$ cat config.mk
export PLATFORM = sky130hd
export DESIGN_NAME = pcm_zero_order_hold_resampler_top
export DESIGN_NICKNAME = d
export VERILOG_FILES = /design/src/sv/zohr_pkg.sv /design/src/sv/zohr_regs.sv /design/src/sv/zohr_ctrl.sv /design/src/sv/zohr_datapath.sv /design/src/sv/pcm_zero_order_hold_resampler_top.sv
export SDC_FILE = /design/constraint.sdc
export NUM_CORES = 1
export LEC_CHECK = 0
export ABC_AREA = 1
export BUFFER_PORTS_ARGS = -buffer_cell sky130_fd_sc_hd__buf_4
export CAP_MARGIN = 10
export CORE_UTILIZATION = 53
export CTS_BUF_LIST = sky130_fd_sc_hd__clkbuf_16
export DETAILED_ROUTE_END_ITERATION = 8
export PLACE_DENSITY = 0.83
export REMOVE_ABC_BUFFERS = 1
export SLEW_MARGIN = 10
export SYNTH_ARGS = -nofsm -noshare
export SYNTH_HDL_FRONTEND = slang
export SYNTH_HIERARCHICAL = 1
export SYNTH_SLANG_ARGS = --single-unit
$ cat constraint.sdc
create_clock -name clk -period 4.6 [get_ports clk]
set_clock_uncertainty 0.2 [all_clocks]
set_input_delay 0.46 -clock clk [delete_from_list [all_inputs] [get_ports clk]]
set_output_delay 0.46 -clock clk [all_outputs]
set_load 0.01 [all_outputs]
$ cat src/sv/zohr_pkg.sv
// Shared types, constants and register map of the zero-order-hold resampler.
// No dependencies; every other file of the block imports this package.
package zohr_pkg;

    localparam int MAX_REPEAT_DEF = 8;

    localparam int SAMPLE_W = 16;
    localparam int RATE_W   = 18;
    localparam int REM_W    = 21;
    localparam int ADDR_W   = 5;
    localparam int DATA_W   = 32;

    localparam logic [RATE_W-1:0] RATE_RESET = RATE_W'(44100);

    // Byte addresses of the configuration registers.
    localparam logic [ADDR_W-1:0] ADDR_SRC_IS_8BIT = 5'h00;
    localparam logic [ADDR_W-1:0] ADDR_SRC_IS_MONO = 5'h04;
    localparam logic [ADDR_W-1:0] ADDR_DST_IS_8BIT = 5'h08;
    localparam logic [ADDR_W-1:0] ADDR_DST_IS_MONO = 5'h0C;
    localparam logic [ADDR_W-1:0] ADDR_TARGET_RATE = 5'h10;
    localparam logic [ADDR_W-1:0] ADDR_SOURCE_RATE = 5'h14;

    typedef struct packed {
        logic signed [SAMPLE_W-1:0] in_left;
        logic signed [SAMPLE_W-1:0] in_right;
        logic                       first_of_buffer;
    } src_item_t;

    typedef struct packed {
        logic signed [SAMPLE_W-1:0] out_left;
        logic signed [SAMPLE_W-1:0] out_right;
        logic                       last;
    } dst_item_t;

    typedef struct packed {
        logic              src_is_8bit;
        logic              src_is_mono;
        logic              dst_is_8bit;
        logic              dst_is_mono;
        logic [RATE_W-1:0] target_rate;
        logic [RATE_W-1:0] source_rate;
    } cfg_t;

    typedef enum logic {
        ST_IDLE,
        ST_EMIT
    } ctrl_state_t;

    typedef struct packed {
        logic load;
        logic emit;
    } ctrl_cmd_t;

    typedef struct packed {
        logic has_copy;
        logic last_copy;
        logic out_free;
    } dp_status_t;

endpackage

$ cat src/sv/zohr_regs.sv
// Configuration register file with an APB-style access port.
// Depends on zohr_pkg for the register map and the cfg_t type.
module zohr_regs
(
    input  logic                          clk,
    input  logic                          rst_n,
    input  logic                          psel,
    input  logic                          penable,
    input  logic                          pwrite,
    input  logic [zohr_pkg::ADDR_W-1:0]   paddr,
    input  logic [zohr_pkg::DATA_W-1:0]   pwdata,
    output logic [zohr_pkg::DATA_W-1:0]   prdata,
    output logic                          pready,
    output zohr_pkg::cfg_t                cfg
);
    import zohr_pkg::*;

    cfg_t cfg_reg;
    cfg_t cfg_next;
    logic wr_en;

    assign pready = 1'b1;
    assign wr_en  = psel && penable && pwrite;
    assign cfg    = cfg_reg;

    always_comb
    begin
        cfg_next = cfg_reg;
        if (wr_en)
        begin
            unique case (paddr)
                ADDR_SRC_IS_8BIT: cfg_next.src_is_8bit = pwdata[0];
                ADDR_SRC_IS_MONO: cfg_next.src_is_mono = pwdata[0];
                ADDR_DST_IS_8BIT: cfg_next.dst_is_8bit = pwdata[0];
                ADDR_DST_IS_MONO: cfg_next.dst_is_mono = pwdata[0];
                ADDR_TARGET_RATE: cfg_next.target_rate = pwdata[RATE_W-1:0];
                ADDR_SOURCE_RATE: cfg_next.source_rate = pwdata[RATE_W-1:0];
                default:          cfg_next = cfg_reg;
            endcase
        end
    end

    always_ff @(posedge clk or negedge rst_n)
    begin
        if (!rst_n)
        begin
            cfg_reg.src_is_8bit <= 1'b0;
            cfg_reg.src_is_mono <= 1'b0;
            cfg_reg.dst_is_8bit <= 1'b0;
            cfg_reg.dst_is_mono <= 1'b0;
            cfg_reg.target_rate <= RATE_RESET;
            cfg_reg.source_rate <= RATE_RESET;
        end
        else
        begin
            cfg_reg <= cfg_next;
        end
    end

    always_comb
    begin
        unique case (paddr)
            ADDR_SRC_IS_8BIT: prdata = DATA_W'(cfg_reg.src_is_8bit);
            ADDR_SRC_IS_MONO: prdata = DATA_W'(cfg_reg.src_is_mono);
            ADDR_DST_IS_8BIT: prdata = DATA_W'(cfg_reg.dst_is_8bit);
            ADDR_DST_IS_MONO: prdata = DATA_W'(cfg_reg.dst_is_mono);
            ADDR_TARGET_RATE: prdata = DATA_W'(cfg_reg.target_rate);
            ADDR_SOURCE_RATE: prdata = DATA_W'(cfg_reg.source_rate);
            default:          prdata = '0;
        endcase
    end

endmodule

$ cat src/sv/zohr_ctrl.sv
// Controller state machine: takes a source item, then paces out its copies.
// Depends on zohr_pkg for the state, command and status types.
module zohr_ctrl
(
    input  logic                 clk,
    input  logic                 rst_n,
    input  logic                 src_valid,
    output logic                 src_stall,
    input  zohr_pkg::dp_status_t status,
    output zohr_pkg::ctrl_cmd_t  cmd
);
    import zohr_pkg::*;

    ctrl_state_t state_reg;
    ctrl_state_t state_next;

    always_ff @(posedge clk or negedge rst_n)
    begin
        if (!rst_n)
        begin
            state_reg <= ST_IDLE;
        end
        else
        begin
            state_reg <= state_next;
        end
    end

    always_comb
    begin
        state_next = state_reg;
        cmd        = '0;
        src_stall  = 1'b1;
        unique case (state_reg)
            ST_IDLE:
            begin
                src_stall = 1'b0;
                if (src_valid)
                begin
                    cmd.load   = 1'b1;
                    state_next = ST_EMIT;
                end
            end
            ST_EMIT:
            begin
                // A frame that earns no copy only updates the remainder.
                if (!status.has_copy)
                begin
                    state_next = ST_IDLE;
                end
                else if (status.out_free)
                begin
                    cmd.emit = 1'b1;
                    if (status.last_copy)
                    begin
                        state_next = ST_IDLE;
                    end
                end
            end
            default:
            begin
                state_next = ST_IDLE;
            end
        endcase
    end

endmodule

$ cat src/sv/zohr_datapath.sv
// Datapath: sample format conversion, rate remainder, copy counter and output register.
// Depends on zohr_pkg; driven by commands from zohr_ctrl.
module zohr_datapath
#(
    parameter int MAX_REPEAT = zohr_pkg::MAX_REPEAT_DEF
)
(
    input  logic                 clk,
    input  logic                 rst_n,
    input  zohr_pkg::cfg_t       cfg,
    input  zohr_pkg::src_item_t  src_item,
    input  zohr_pkg::ctrl_cmd_t  cmd,
    output zohr_pkg::dp_status_t status,
    output logic                 dst_valid,
    input  logic                 dst_stall,
    output zohr_pkg::dst_item_t  dst_item
);
    import zohr_pkg::*;

    localparam int CNT_W = $clog2(MAX_REPEAT + 1);

    function automatic logic signed [SAMPLE_W-1:0] widen
    (
        input logic                       is_8bit,
        input logic signed [SAMPLE_W-1:0] raw
    );
        if (is_8bit)
        begin
            return {~raw[7], raw[6:0], 8'h00};
        end
        return raw;
    endfunction

    // Division by 256 truncates toward zero, so negative values with a
    // non-zero low byte round up by one before the offset is applied.
    function automatic logic signed [SAMPLE_W-1:0] narrow
    (
        input logic                       is_8bit,
        input logic signed [SAMPLE_W-1:0] v
    );
        logic [8:0] q;
        q = {v[15], v[15:8]} + {8'h00, (v[15] && (v[7:0] != 8'h00))};
        if (is_8bit)
        begin
            return {8'h00, q[7:0] ^ 8'h80};
        end
        return v;
    endfunction

    logic signed [SAMPLE_W-1:0] left_w;
    logic signed [SAMPLE_W-1:0] right_w;
    logic signed [SAMPLE_W-1:0] left_n;
    logic signed [SAMPLE_W-1:0] right_n;

    logic signed [SAMPLE_W-1:0] hold_left_reg;
    logic signed [SAMPLE_W-1:0] hold_right_reg;
    logic [REM_W-1:0]           rem_reg;
    logic [REM_W-1:0]           rem_next;
    logic [CNT_W-1:0]           cnt_reg;
    logic [CNT_W-1:0]           cnt_next;
    logic                       out_valid_reg;
    logic                       out_valid_next;
    dst_item_t                  out_item_reg;

    logic [RATE_W-1:0] srate;
    logic [REM_W-1:0]  srate_w;
    logic [REM_W-1:0]  diff;
    logic              diff_ge;
    logic              cnt_full;

    assign left_w  = widen(cfg.src_is_8bit, src_item.in_left);
    assign right_w = cfg.src_is_mono ? left_w : widen(cfg.src_is_8bit, src_item.in_right);
    assign left_n  = narrow(cfg.dst_is_8bit, left_w);
    assign right_n = cfg.dst_is_mono ? left_n : narrow(cfg.dst_is_8bit, right_w);

    assign srate    = (cfg.source_rate == '0) ? RATE_W'(1) : cfg.source_rate;
    assign srate_w  = REM_W'(srate);
    assign diff     = rem_reg - srate_w;
    assign diff_ge  = diff >= srate_w;
    assign cnt_full = cnt_reg == CNT_W'(MAX_REPEAT - 1);

    assign status.has_copy  = rem_reg >= srate_w;
    assign status.last_copy = !diff_ge || cnt_full;
    assign status.out_free  = !out_valid_reg || !dst_stall;

    always_comb
    begin
        rem_next       = rem_reg;
        cnt_next       = cnt_reg;
        out_valid_next = out_valid_reg && dst_stall;
        if (cmd.load)
        begin
            rem_next = (src_item.first_of_buffer ? '0 : rem_reg) + REM_W'(cfg.target_rate);
            cnt_next = '0;
        end
        else if (cmd.emit)
        begin
            // At the copy limit any surplus is dropped.
            rem_next       = (cnt_full && diff_ge) ? (srate_w - REM_W'(1)) : diff;
            cnt_next       = cnt_reg + CNT_W'(1);
            out_valid_next = 1'b1;
        end
    end

    always_ff @(posedge clk or negedge rst_n)
    begin
        if (!rst_n)
        begin
            rem_reg       <= '0;
            cnt_reg       <= '0;
            out_valid_reg <= 1'b0;
        end
        else
        begin
            rem_reg       <= rem_next;
            cnt_reg       <= cnt_next;
            out_valid_reg <= out_valid_next;
        end
    end

    always_ff @(posedge clk)
    begin
        if (cmd.load)
        begin
            hold_left_reg  <= left_n;
            hold_right_reg <= right_n;
        end
        if (cmd.emit)
        begin
            out_item_reg.out_left  <= hold_left_reg;
            out_item_reg.out_right <= hold_right_reg;
            out_item_reg.last      <= status.last_copy;
        end
    end

    assign dst_valid = out_valid_reg;
    assign dst_item  = out_item_reg;

endmodule

$ cat src/sv/pcm_zero_order_hold_resampler_top.sv
// Zero-order-hold PCM resampler. Each source item is first taken to update the
// rate remainder and then paced out as its target copies, at most MAX_REPEAT of
// them; an item that earns no copy still passes through the emit state once. The
// single remainder subtract-and-compare step produces one copy per cycle while
// the result side does not stall; a stall on the result side holds it. The last
// copy sits in the output register while the next item is already taken.
// Depends on zohr_pkg, zohr_regs, zohr_ctrl and zohr_datapath.
module pcm_zero_order_hold_resampler_top
#(
    parameter int MAX_REPEAT = zohr_pkg::MAX_REPEAT_DEF
)
(
    input  logic                        clk,
    input  logic                        rst_n,
    input  logic                        src_valid,
    output logic                        src_stall,
    input  zohr_pkg::src_item_t         src_item,
    output logic                        dst_valid,
    input  logic                        dst_stall,
    output zohr_pkg::dst_item_t         dst_item,
    input  logic                        psel,
    input  logic                        penable,
    input  logic                        pwrite,
    input  logic [zohr_pkg::ADDR_W-1:0] paddr,
    input  logic [zohr_pkg::DATA_W-1:0] pwdata,
    output logic [zohr_pkg::DATA_W-1:0] prdata,
    output logic                        pready
);
    import zohr_pkg::*;

    cfg_t       cfg;
    ctrl_cmd_t  cmd;
    dp_status_t status;

    zohr_regs u_regs
    (
        .clk     (clk),
        .rst_n   (rst_n),
        .psel    (psel),
        .penable (penable),
        .pwrite  (pwrite),
        .paddr   (paddr),
        .pwdata  (pwdata),
        .prdata  (prdata),
        .pready  (pready),
        .cfg     (cfg)
    );

    zohr_ctrl u_ctrl
    (
        .clk       (clk),
        .rst_n     (rst_n),
        .src_valid (src_valid),
        .src_stall (src_stall),
        .status    (status),
        .cmd       (cmd)
    );

    zohr_datapath #(
        .MAX_REPEAT (MAX_REPEAT)
    ) u_datapath
    (
        .clk       (clk),
        .rst_n     (rst_n),
        .cfg       (cfg),
        .src_item  (src_item),
        .cmd       (cmd),
        .status    (status),
        .dst_valid (dst_valid),
        .dst_stall (dst_stall),
        .dst_item  (dst_item)
    );

endmodule

== Word level (Yosys, flattened, before mapping) ==
Cells that the tools add are included.
Cells by class
  add/sub/neg operators: 6
  $lt $le $gt $ge: 2
  eq/ne operators: 6
  muxes and demuxes: 32
  bitwise logic cells: 5
  reduce and logical (&&, ||, !) cells: 22
Operators by type and width (count)
  $mux W16: 10
  $pmux W18 S6: 1
  $mux W21: 4
  $ge A21 B18 Y1: 2
  $add A21 B18 Y21: 1
  $sub A21 B18 Y21: 1
  $sub A18 B1 Y19 const B: 1
  $logic_not A18 Y1: 1
  $mux W18: 1
  $add A8 B2 Y8: 2
  $reduce_bool A8 Y1: 2
  $mux W1: 13
  $reduce_and A2 Y1: 6
  $eq A5 B4 Y1 const B: 2
  $eq A5 B5 Y1 const B: 2
  $mux W4: 2
  $logic_and A1 B1 Y1: 6
  $eq A5 B3 Y1 const B: 1
  $logic_not A5 Y1: 1
  $not A1 Y1: 5
  $add A4 B1 Y4 const B: 1
  $eq A4 B3 Y1 const B: 1
  $logic_not A1 Y1: 3
  $logic_or A1 B1 Y1: 2
  2 further kinds: 2
Word-level totals
  bits in registers: 132
  input port bits: 77
  output and inout port bits: 68
  word-level logic and storage cells: 88

== Depth between registers and ports, before layout ==
Gate-level depths: netlist of run 1.
  word-level depth: 11
  gate-level depth with buffers: 29
  depth with buffers taken out: 29

== Modules after synthesis ==
Netlist of run 1, hierarchy kept.
By module, submodules not included
  zohr_datapath: times used 1, cells an instance 1087, area an instance 7751.2 sq um, seq. area each 2602.5 sq um
  zohr_regs: times used 1, cells an instance 247, area an instance 2193.4 sq um, seq. area each 1016.0 sq um
  zohr_ctrl: times used 1, cells an instance 11, area an instance 65.1 sq um, seq. area each 25.0 sq um

== Worst setup path after synthesis of run 1 ==
Ideal clock, no wire load.
  path type: register to register
  start point: register u_regs.cfg_reg, in the netlist u_regs/cfg[15]
  end point: register u_datapath.rem_reg[17]
  library setup time: 139 ps
  data arrival time: 4125 ps
  required time: 4261 ps
  slack: 137 ps
  stages on the path, launching flop included: 17
  buffers on the path: 1
  clock period less this slack: 4463 ps
  path through: dfstp_2 > inv_1 > ha_1 > nand2_1 > nor4_1 > nand4_1 > nand3_1 > nand3_1 > nand4_1 > nand2_1 > nor2_1 > nor2_1 > inv_1 > clkbuf_1 > o21ai_0 > inv_1 > a22oi_1
RTL lines
  from (decl): RTL line zohr_regs.sv:18  | cfg_t cfg_reg;
  from (signal assigned): RTL line zohr_regs.sv:56  | cfg_reg <= cfg_next;
  to (signal assigned): RTL line zohr_datapath.sv:115  | rem_reg <= rem_next;
  to (decl): RTL line zohr_datapath.sv:57  | logic [REM_W-1:0] rem_reg;

== Worst setup path after layout of run 1 ==
  start point: register u_regs.cfg_reg, in the netlist u_regs/cfg[2]
  end point: register u_datapath.rem_reg[19]
Between the ends
  longest elaborated chain between the ends: 8
  elaborated cells on any way between the ends: 13
  classes of those cells: add/sub: 2; order compare: 2; mux: 6; reduce/logical: 3
RTL lines
  $logic_not A18 Y1: RTL line zohr_datapath.sv:76  | assign srate = (cfg.source_rate == '0) ? RATE_W'(1) : cfg.source_rate;
  $mux W18 *: RTL line zohr_datapath.sv:76
  $sub A21 B18 Y21: RTL line zohr_datapath.sv:78  | assign diff = rem_reg - srate_w;
  $ge A21 B18 Y1: RTL line zohr_datapath.sv:79  | assign diff_ge = diff >= srate_w;
  $logic_and A1 B1 Y1: RTL line zohr_datapath.sv:99  | rem_next = (cnt_full && diff_ge) ? (srate_w - REM_W'(1)) : diff;
  $mux W21: RTL line zohr_datapath.sv:99
  $mux W21: RTL line zohr_datapath.sv:96  | else if (cmd.emit)
  $mux W21: RTL line zohr_datapath.sv:91  | if (cmd.load)
Every way passes the cells marked *; elsewhere a longest branch is shown, timed or not. The select of a mux whose other input is x is not followed.
A chain may end at the register's enable or synchronous reset.

==> reports/results.txt, run 1 <==
Critical path's slowest cell: sky130_fd_sc_hd__dfstp_2. For the worst setup path, the data required time is 4.71 ns. After detailed routing, the number of vias per cell comes to 5.539.

The actual slew at the worst max-slew pin came out at 0.8623 ns. The number of global-route vias before repair is 8830, and the total power per unit cell area is 591.1 mW/mm^2. After routing, the total negative slack on setup checks comes to 0 ns.

For this design the top-level I/O count stands at 145. The run gives 4 as the maximum level of the CTS H-tree. TritonCTS built the clock tree. Compared with the post-synthesis result, the final layout area differs by 16.65%. The number of setup violations in the final report is 0, and the final wirelength is 27620 microns.

Derived from the worst setup path, the maximum achievable clock frequency is 226.0 MHz. The path type of the worst min-delay path is in2reg. Measured against its own limit, the worst slew margin works out to 42.51%. The flow ran to the end, and the final reports show no timing, DRC or antenna violations. The logs give 0 for the final-report max-slew violation count and 0.9582 for the weighted congestion at the end of routability-driven global placement. The sum of overflow across all layers after global routing was 0; the clock transition at the register clock pins on the worst setup and hold paths after CTS was 0.05 ns. The setup slack on the worst flop-to-flop path was 0.17 ns; the maximum fanout along the worst path was 15.

After the first detailed-routing iteration, the DRC count stood at 870. In this run, CTS created clock tree buffers numbering 17. The initial utilization of the core area, before any placement, comes to 54.97%. The tools report the post-synthesis instance area as 0.01001 sq mm.

Cell accounting for the most synthesized area: sky130_fd_sc_hd__edfxtp_1. Cells fill 64.12% of the core in the end. The number of input and output port buffers inserted came out at 115. The async set or reset register ratio after synthesis works out to 50.76%. The logs give 0 for the diode insertion count for antenna repair and 2 for the number of buffers on the longest clock path. During synthesis, Yosys emitted a total of 6 warnings. In the synthesized netlist the dominant register cell turns out to be sky130_fd_sc_hd__edfxtp_1. The run gives 6 as the number of search-and-repair iterations in the first detailed-routing pass. Leaving out fill and tap cells, the most frequent cell in the layout is sky130_fd_sc_hd__nand2_1.

The run gives 21180 microns as the total half-perimeter wirelength after legalization and detailed placement. Row generation in the floorplan step produced 49 rows. The vertical extent of the die is 139.4 microns. The number of distinct library cell variants in the gate-level netlist after synthesis is 57, and the placeable core region is 0.01821 sq mm.

Buffer cell driving the clock tree root: sky130_fd_sc_hd__clkbuf_16. Dividing the synthesized area by the synthesized cell count gives 7.442 sq um. The total count of hold-check failures in the final report was 0; the largest net degree at the start of global routing was 68. The register with the most flip-flops in the layout has 40 of them. For the met1 usage in global routing, the log shows 39.57%.

STA classifies the critical path startpoint as a register. The die covers 0.01944 sq mm. The first global-routing pass estimated 44190 microns of wire. Setup repair after global routing left no endpoint under its margin. For this run, the slowest stage of the critical path takes 0.55 ns. For met2 alone, demand over resource in global routing was 47.45%. By area the synthesized netlist is led by sky130_fd_sc_hd__edfxtp_1 20%, sky130_fd_sc_hd__nand2_1 14%, sky130_fd_sc_hd__dfrtp_1 14%. met2 is the most crowded layer.

The run gives 4.611% as the met3 usage in global routing. The reported leakage power is 5.846 nW, and the worst vdd rail ir drop is 0.2844 mV. The run gives 0 as the max-cap violation count.

Cell with the most instances on the worst path: sky130_fd_sc_hd__nand2_1. In this run the remaining antenna-violating nets after routing total 0. The synthesized design contains 132 register bits.

After the last flow step, the layout net total stands at 1610. The logs give 132 for the TritonCTS sink count and 1345 for the cell count after synthesis. The data arrival time at the worst-slack endpoint was 4.53 ns; the share of layout cells above drive strength 1 was 18.19%. In this run the biggest area consumer among cell types represents 19.50% of the synthesized area. The library cells used most frequently in the layout, excluding fill and tap cells, are 386 x sky130_fd_sc_hd__nand2_1, 176 x sky130_fd_sc_hd__inv_1, 142 x sky130_fd_sc_hd__buf_4. The initial antenna violation count is 0, and the time the final worst path needs with I/O delays and setup is 4.425 ns. Dividing the final minimum period by the clock period gives 96.20%.

Clock latency on the worst-skew pair, taken at its later pin, is 0.42 ns. Number of synthesized flops with an enable pin: 65. Routed length per placed instance: 16.13 microns. In the routed design, unresolved DRC markers number 0.

The die is 139.4 microns wide. Critical path start-end classification: reg2reg. The vias after detailed routing was 9488. Capturing element type of the critical path: a register. Global routing used 29.16% of the available tracks. Sequential elements use 36.40% of the synthesized area.
through the flow:
step           total power [mW]  cell area (sq um)  std cells  hold WS, ns  worst slack [ns]
2_1_floorplan             4.447               9741       1309     -0.03559           -0.5251
5_1_grt                   7.455              11680       1713      0.08019          0.001072
3_5_place_dp              5.587              11110       1680       0.2045            0.1227
3_3_place_gp              5.484              11110       1680       0.2011            0.1731
6_report                  6.902              11680       1713      0.08383            0.1748
4_1_cts                   6.840              11640       1713      0.07456           0.08128
synth_stat cells (15+ instances only):
cell / n
sky130_fd_sc_hd__nand2_1: 386
sky130_fd_sc_hd__inv_1: 172
sky130_fd_sc_hd__nor2_1: 113
sky130_fd_sc_hd__nand3_1: 77
sky130_fd_sc_hd__edfxtp_1: 65
sky130_fd_sc_hd__a21oi_1: 62
sky130_fd_sc_hd__ha_1: 60
sky130_fd_sc_hd__o21ai_0: 57
sky130_fd_sc_hd__dfrtp_1: 55
sky130_fd_sc_hd__o21ai_2: 32
sky130_fd_sc_hd__xor2_1: 30
sky130_fd_sc_hd__nand4_1: 26
sky130_fd_sc_hd__buf_4: 18
sky130_fd_sc_hd__nand2_2: 17
sky130_fd_sc_hd__o21ai_1: 16
sky130_fd_sc_hd__clkbuf_1: 15
worst max-delay path: cells and delay by family (launching register included):
| family | cells | cell delay [ns] |
|---|---|---|
| compound gates | 6 | 0.93 |
| xor+xnor | 1 | 0.18 |
| fa+ha+maj | 3 | 0.92 |
| buf+inv | 3 | 0.39 |
| flops | 1 | 0.55 |
| simple gates | 13 | 1.15 |
cell type report:
type / instances / area, sq um
inverter: 180 / 675.6
timing repair buffer: 143 / 1076
clock buffer: 17 / 425.4
tap: 229 / 286.5
clock inverter: 15 / 102.6
sequential: 132 / 3643
fill: 1546 / 6533
multi-input combinational: 997 / 5466
power by group:
group          internal [mW]  switching [mW]
combinational           1.42            2.40
clock                  0.726           0.493
sequential              1.65           0.220
final timing paths:
kind | startpoint | end | depth (start not counted)
max in group asynchronous | rst_n | u_regs/cfg[16] | 2
min in group asynchronous | rst_n | u_regs/cfg[7] | 2
max | u_regs/cfg[2] | u_datapath/rem_reg[19] | 26
min reg2reg | u_datapath/hold_left_reg[8] | u_datapath/dst_item[25] | 0
max reg2reg | u_regs/cfg[2] | u_datapath/rem_reg[19] | 26
min | pwdata[10] | u_regs/cfg[10] | 3
metal layers:
layer  up-vias  part of all wire [%]
met2       500                    46
li1       4624                     -
met3        47                   8.6
met1      4317                    43
met4         0                   2.3
met5         -                     0
repair_timing:
| item | CTS | global route |
|---|---|---|
| hold buffers | 1 | 0 |
| endpoints found under the hold margin | 55 | 0 |
| setup buffers | 0 | 0 |
| setup endpoints to repair | 0 | 21 |
| resized for setup | 0 | 11 |
cells by family after synthesis:
kind of cell               synth area share, %
other                                  0.07503
AOI/OAI and AO/OA                        12.41
adders and majority gates                7.900
and+or+nand+nor                          29.44
DFF                                      36.40
xor gates and xnor gates                 3.850
buffers and inverters                    9.925
Power figures use the tool's default switching activity.
==> run 2, diff against run 1 <==
--- a/config.mk
+++ b/config.mk
@@ -5,7 +5,6 @@
 export SDC_FILE = /design/constraint.sdc
 export NUM_CORES = 1
 export LEC_CHECK = 0
-export ABC_AREA = 1
 export BUFFER_PORTS_ARGS = -buffer_cell sky130_fd_sc_hd__buf_4
 export CAP_MARGIN = 10
 export CORE_UTILIZATION = 53
==> run 2 against run 1 <==
  * Total power rose by 20%
  * Sequential power about the same
  * Highest routed layer unchanged
  * Synthesized cell count shrank 29%
  * Largest cell class unchanged
  * Fmax fell by 15%
  * Hold slack got worse by 0.011 ns
  * Clock power grew 14%
  * Critical path type unchanged
  * Core utilization grew 6.8 points
  * Combinational power increased by 33%
  * The run now ends with negative setup slack left
  * Non-clock buffer count up 119
==> reports/results.txt, run 2 <==
The maximum clock frequency is 191.6 MHz (-15%). TritonCTS built the clock tree. Setup repair after global routing could not meet its margin everywhere.

The routed length per placed instance was 21.07 microns (+31%); the combined global-route utilization of all metal layers was 32.79% (+3.6 points). The commonest cells after synthesis are 91 x sky130_fd_sc_hd__nor2_1, 65 x sky130_fd_sc_hd__edfxtp_1, 60 x sky130_fd_sc_hd__ha_1. The placeable core region was 0.01742 sq mm (-4.3%).

CTS placed an instance of sky130_fd_sc_hd__clkbuf_16 at the clock tree root. The time the final worst path needs with I/O delays and setup works out to 5.219 ns (+0.7935 ns). In this run the most critical hold path is launched from pwdata[4].

The area of the die came out at 0.01848 sq mm (-5.0%). The reported leakage power was 5.403 nW (-7.6%). The effective utilization at floorplan came out at 54.58% (-0.39 points).

The number of setup violations in the final report was 23 (+23). In the layout the commonest cells are 256 x sky130_fd_sc_hd__buf_4, 91 x sky130_fd_sc_hd__nor2_1, 65 x sky130_fd_sc_hd__edfxtp_1. The number of register bits inferred by synthesis is 132 (unchanged).

The tools report the largest net degree at the start of global routing as 68 (unchanged). The cell count after synthesis was 960 (-29%). The tools report the worst path required time as 4.71 ns (about the same).

The fill cell instance count of the final layout was 1267 (-18%). The vertical extent of the die came out at 135.9 microns (-2.5%). Most used flip-flop cell after synthesis: sky130_fd_sc_hd__edfxtp_1. In this design, the critical path's most frequently occurring cell is sky130_fd_sc_hd__buf_4. The run gives 0.3906 mV (+37%) as the worst vdd rail ir drop.

The final setup slack of the worst path is -0.6187 ns (-0.7935 ns). The number of nets in the finished design was 1339 (-17%). TritonCTS sink count: 132 (unchanged).

The final critical-path share of the clock period works out to 113.5% (+17 points). The fraction of synthesized cell area taken by the top area cell type is 20.53% (+1.0 points). The weighted congestion at the end of routability-driven global placement was 0.9379 (-2.1%). The number of remaining DRC errors was 0 (unchanged); the number of warning messages in the yosys log was 6 (unchanged). In the post-synthesis netlist, the biggest area contributors are sky130_fd_sc_hd__edfxtp_1 21%, sky130_fd_sc_hd__dfrtp_1 14%, sky130_fd_sc_hd__ha_1 7.9%.

Kind of start point of the critical path: a register. The first-pass GRT wire length is 46260 microns (+4.7%). The worst register-to-register path ends at u_datapath/rem_reg[7].

For the setup slack on the worst flop-to-flop path, the log shows -0.62 ns (-0.79 ns). The count of boundary I/O pins is 145 (unchanged). By startpoint and endpoint, the worst setup path is classified as reg2reg. Mean number of vias per cell: 6.322 (+14%).

Width of the die: 135.9 microns (-2.5%). The flow ran to the end, but the final reports show violations. The tools report the vias after detailed routing as 9091 (-4.2%).

The total area of sequential cells is 0.003643 sq mm (unchanged), and the diode insertion count for antenna repair is 0 (unchanged). The max-slew headroom at the worst pin was 37.21% (-5.3 points); the number of distinct library cell variants in the gate-level netlist after synthesis was 88 (+54%). The number of synthesized flops with an enable pin was 65 (unchanged); the maximum fanout along the worst path was 2 (-13). The cell accounting for the most synthesized area is sky130_fd_sc_hd__edfxtp_1. The logs give 0.01126 sq mm (+1.4%) for the placed cell area and 0 (unchanged) for the initial antenna violation count. The maximum cell stage delay along the critical path was 0.54 ns (about the same); the number of global-route vias before repair was 8635 (-2.2%).

The run gives 0.005693 sq mm (+4.1%) as the area of the multi-input gates. The number of input and output port buffers inserted was 115 (unchanged). The tools report the capturing element type of the critical path as a register. The run gives 0.009507 sq mm (-5.0%) as the post-synthesis instance area. For the max-cap violation count, the log shows 0 (unchanged).

For the share of the yosys chip area belonging to registers, the log shows 38.33% (+1.9 points). The reg-to-reg critical path startpoint was u_regs/cfg[11]. sky130_fd_sc_hd__nor2_1 is the most common cell in the netlist.

The cell depth of the worst min-delay path was 2 (-1); the flip-flop count of the largest register after layout was 40 (unchanged). The data arrival time at the worst-slack endpoint came out at 5.33 ns (+0.80 ns). The tools report the number of cell rows as 48 (-2.0%). The most common cell after layout, fill and taps aside was sky130_fd_sc_hd__buf_4.

The tools report the final wirelength as 30300 microns (+9.7%). The tools report the total chip power as 8.312 mW (+20%). The clock transition at the register clock pins on the worst setup and hold paths after CTS is 0.07 ns (+0.02 ns), and the clock buffer count from CTS is 17 (unchanged). The tools report the core occupancy in the finished layout as 70.93% (+6.8 points). The run gives 0 (unchanged) as the sum of overflow across all layers after global routing.

For the number of nets still failing antenna checks after routing, the log shows 0 (unchanged). The post-route cell area was 0.01235 sq mm (+5.8%). Number of search-and-repair iterations in the first detailed-routing pass: 6 (unchanged).

The path with the worst hold slack has its endpoint at u_regs/cfg[22]. The number of buffers on the longest clock path is 2 (unchanged), and the worst-skew pair later-pin latency is 0.42 ns (about the same). The worst reg-to-reg path cell count came out at 33 (+27%). Among all stages on the critical path, the largest delay is contributed by sky130_fd_sc_hd__dfstp_2.

The share of layout cells above drive strength 1 is 33.14% (+15 points). The maximum level of the CTS H-tree was 4 (unchanged); the total count of hold-check failures in the final report was 0 (unchanged). Compared with the post-synthesis result, the final layout area differs by 29.94%. The tools report the first-iteration detailed-routing DRC count as 1114 (+28%). The total power per unit cell area is 672.9 mW/mm^2 (+14%), and the total half-perimeter wirelength after legalization and detailed placement is 20740 microns (-2.0%). For the final-report max-slew violation count, the log shows 0 (unchanged). The tools report the aggregate negative setup slack as -11.67 ns (-11.67 ns). The tightest min-delay check is of the in2reg type. The mean cell area of the mapped netlist was 9.903 sq um (+33%). The async set or reset register ratio after synthesis works out to 50.76% (unchanged). The final reports fail on negative setup slack. Actual slew at the worst max-slew pin: 0.9419 ns (+0.07955 ns).
run 2: how the worst max path moves through the flow:
stage | end | start | slack (ns) | depth (start not counted)
CTS | u_datapath/rem_reg[5] | u_regs/cfg[11] | -0.49 | 22
floorplan | u_datapath/rem_reg[10] | u_regs/cfg[2] | -1.09 | 17
detailed placement | u_datapath/rem_reg[14] | u_regs/cfg[7] | -0.73 | 22
global placement | u_datapath/rem_reg[11] | u_regs/cfg[7] | -0.58 | 23
global route | u_datapath/rem_reg[7] | u_regs/cfg[5] | -0.76 | 24
finish | u_datapath/rem_reg[7] | u_regs/cfg[11] | -0.62 | 33
run 2: final cells by class:
type	count	share of cell area [%]
clock inverters	15	1.377
clock buffers	17	3.444
flip-flops and latches	132	29.49
well taps	225	2.279
repair buffers	262	16.17
multi-input cells	749	46.09
inverters	38	1.155
run 2: kinds of logic after synthesis:
kind of cell	count (synthesis)	synth area share, %
flops	132	38.33
mux	94	11.07
fa+ha+maj	62	8.318
xor+xnor	57	5.251
simple gates	310	16.79
compound gates	211	15.44
buf+inv	92	4.725
other cells	2	0.07900
run 2: critical path, delay by kind of cell, from the launching register on:
family,cells,cell delay (ns)
buf+inv,21,2.56
simple gates,5,0.58
flops,1,0.54
compound gates,6,1.06
fa+ha+maj,1,0.16
run 2: routing by layer:
layer	wire length, microns	GRT usage, %	share of wire [%]	vias to the layer above
met2	13460	48.27	44	595
met5	0	0	0	-
met3	2934	5.891	9.7	104
li1	-	-	-	4013
met4	1293	16.11	4.3	0
met1	12610	46.25	42	4379
run 2: what timing repair did:
action | in CTS | in global routing
setup buffers | 28 | 7
pin swaps | 25 | 22
setup endpoints to repair | 23 | 27
gates resized for setup | 31 | 20
endpoints found under the hold margin | 16 | 0
hold buffers | 1 | 0
gates cloned | 1 | 0
run 2: per-stage QoR:
step / setup WS [ns] / cells / hold slack [ns]
6_report: -0.6187 / 1438 / 0.07326
2_1_floorplan: -1.090 / 919 / -0.03559
3_5_place_dp: -0.7309 / 1372 / 0.2045
3_3_place_gp: -0.5779 / 1372 / 0.2007
4_1_cts: -0.4859 / 1432 / 0.05745
5_1_grt: -0.7583 / 1438 / 0.06633
run 2: report_power, final:
group	switching, mW	internal [mW]	leakage, nW
clock	0.574	0.813	0.288
sequential	0.224	1.63	1.45
combinational	2.67	2.40	3.67
total	3.47	4.84	5.40
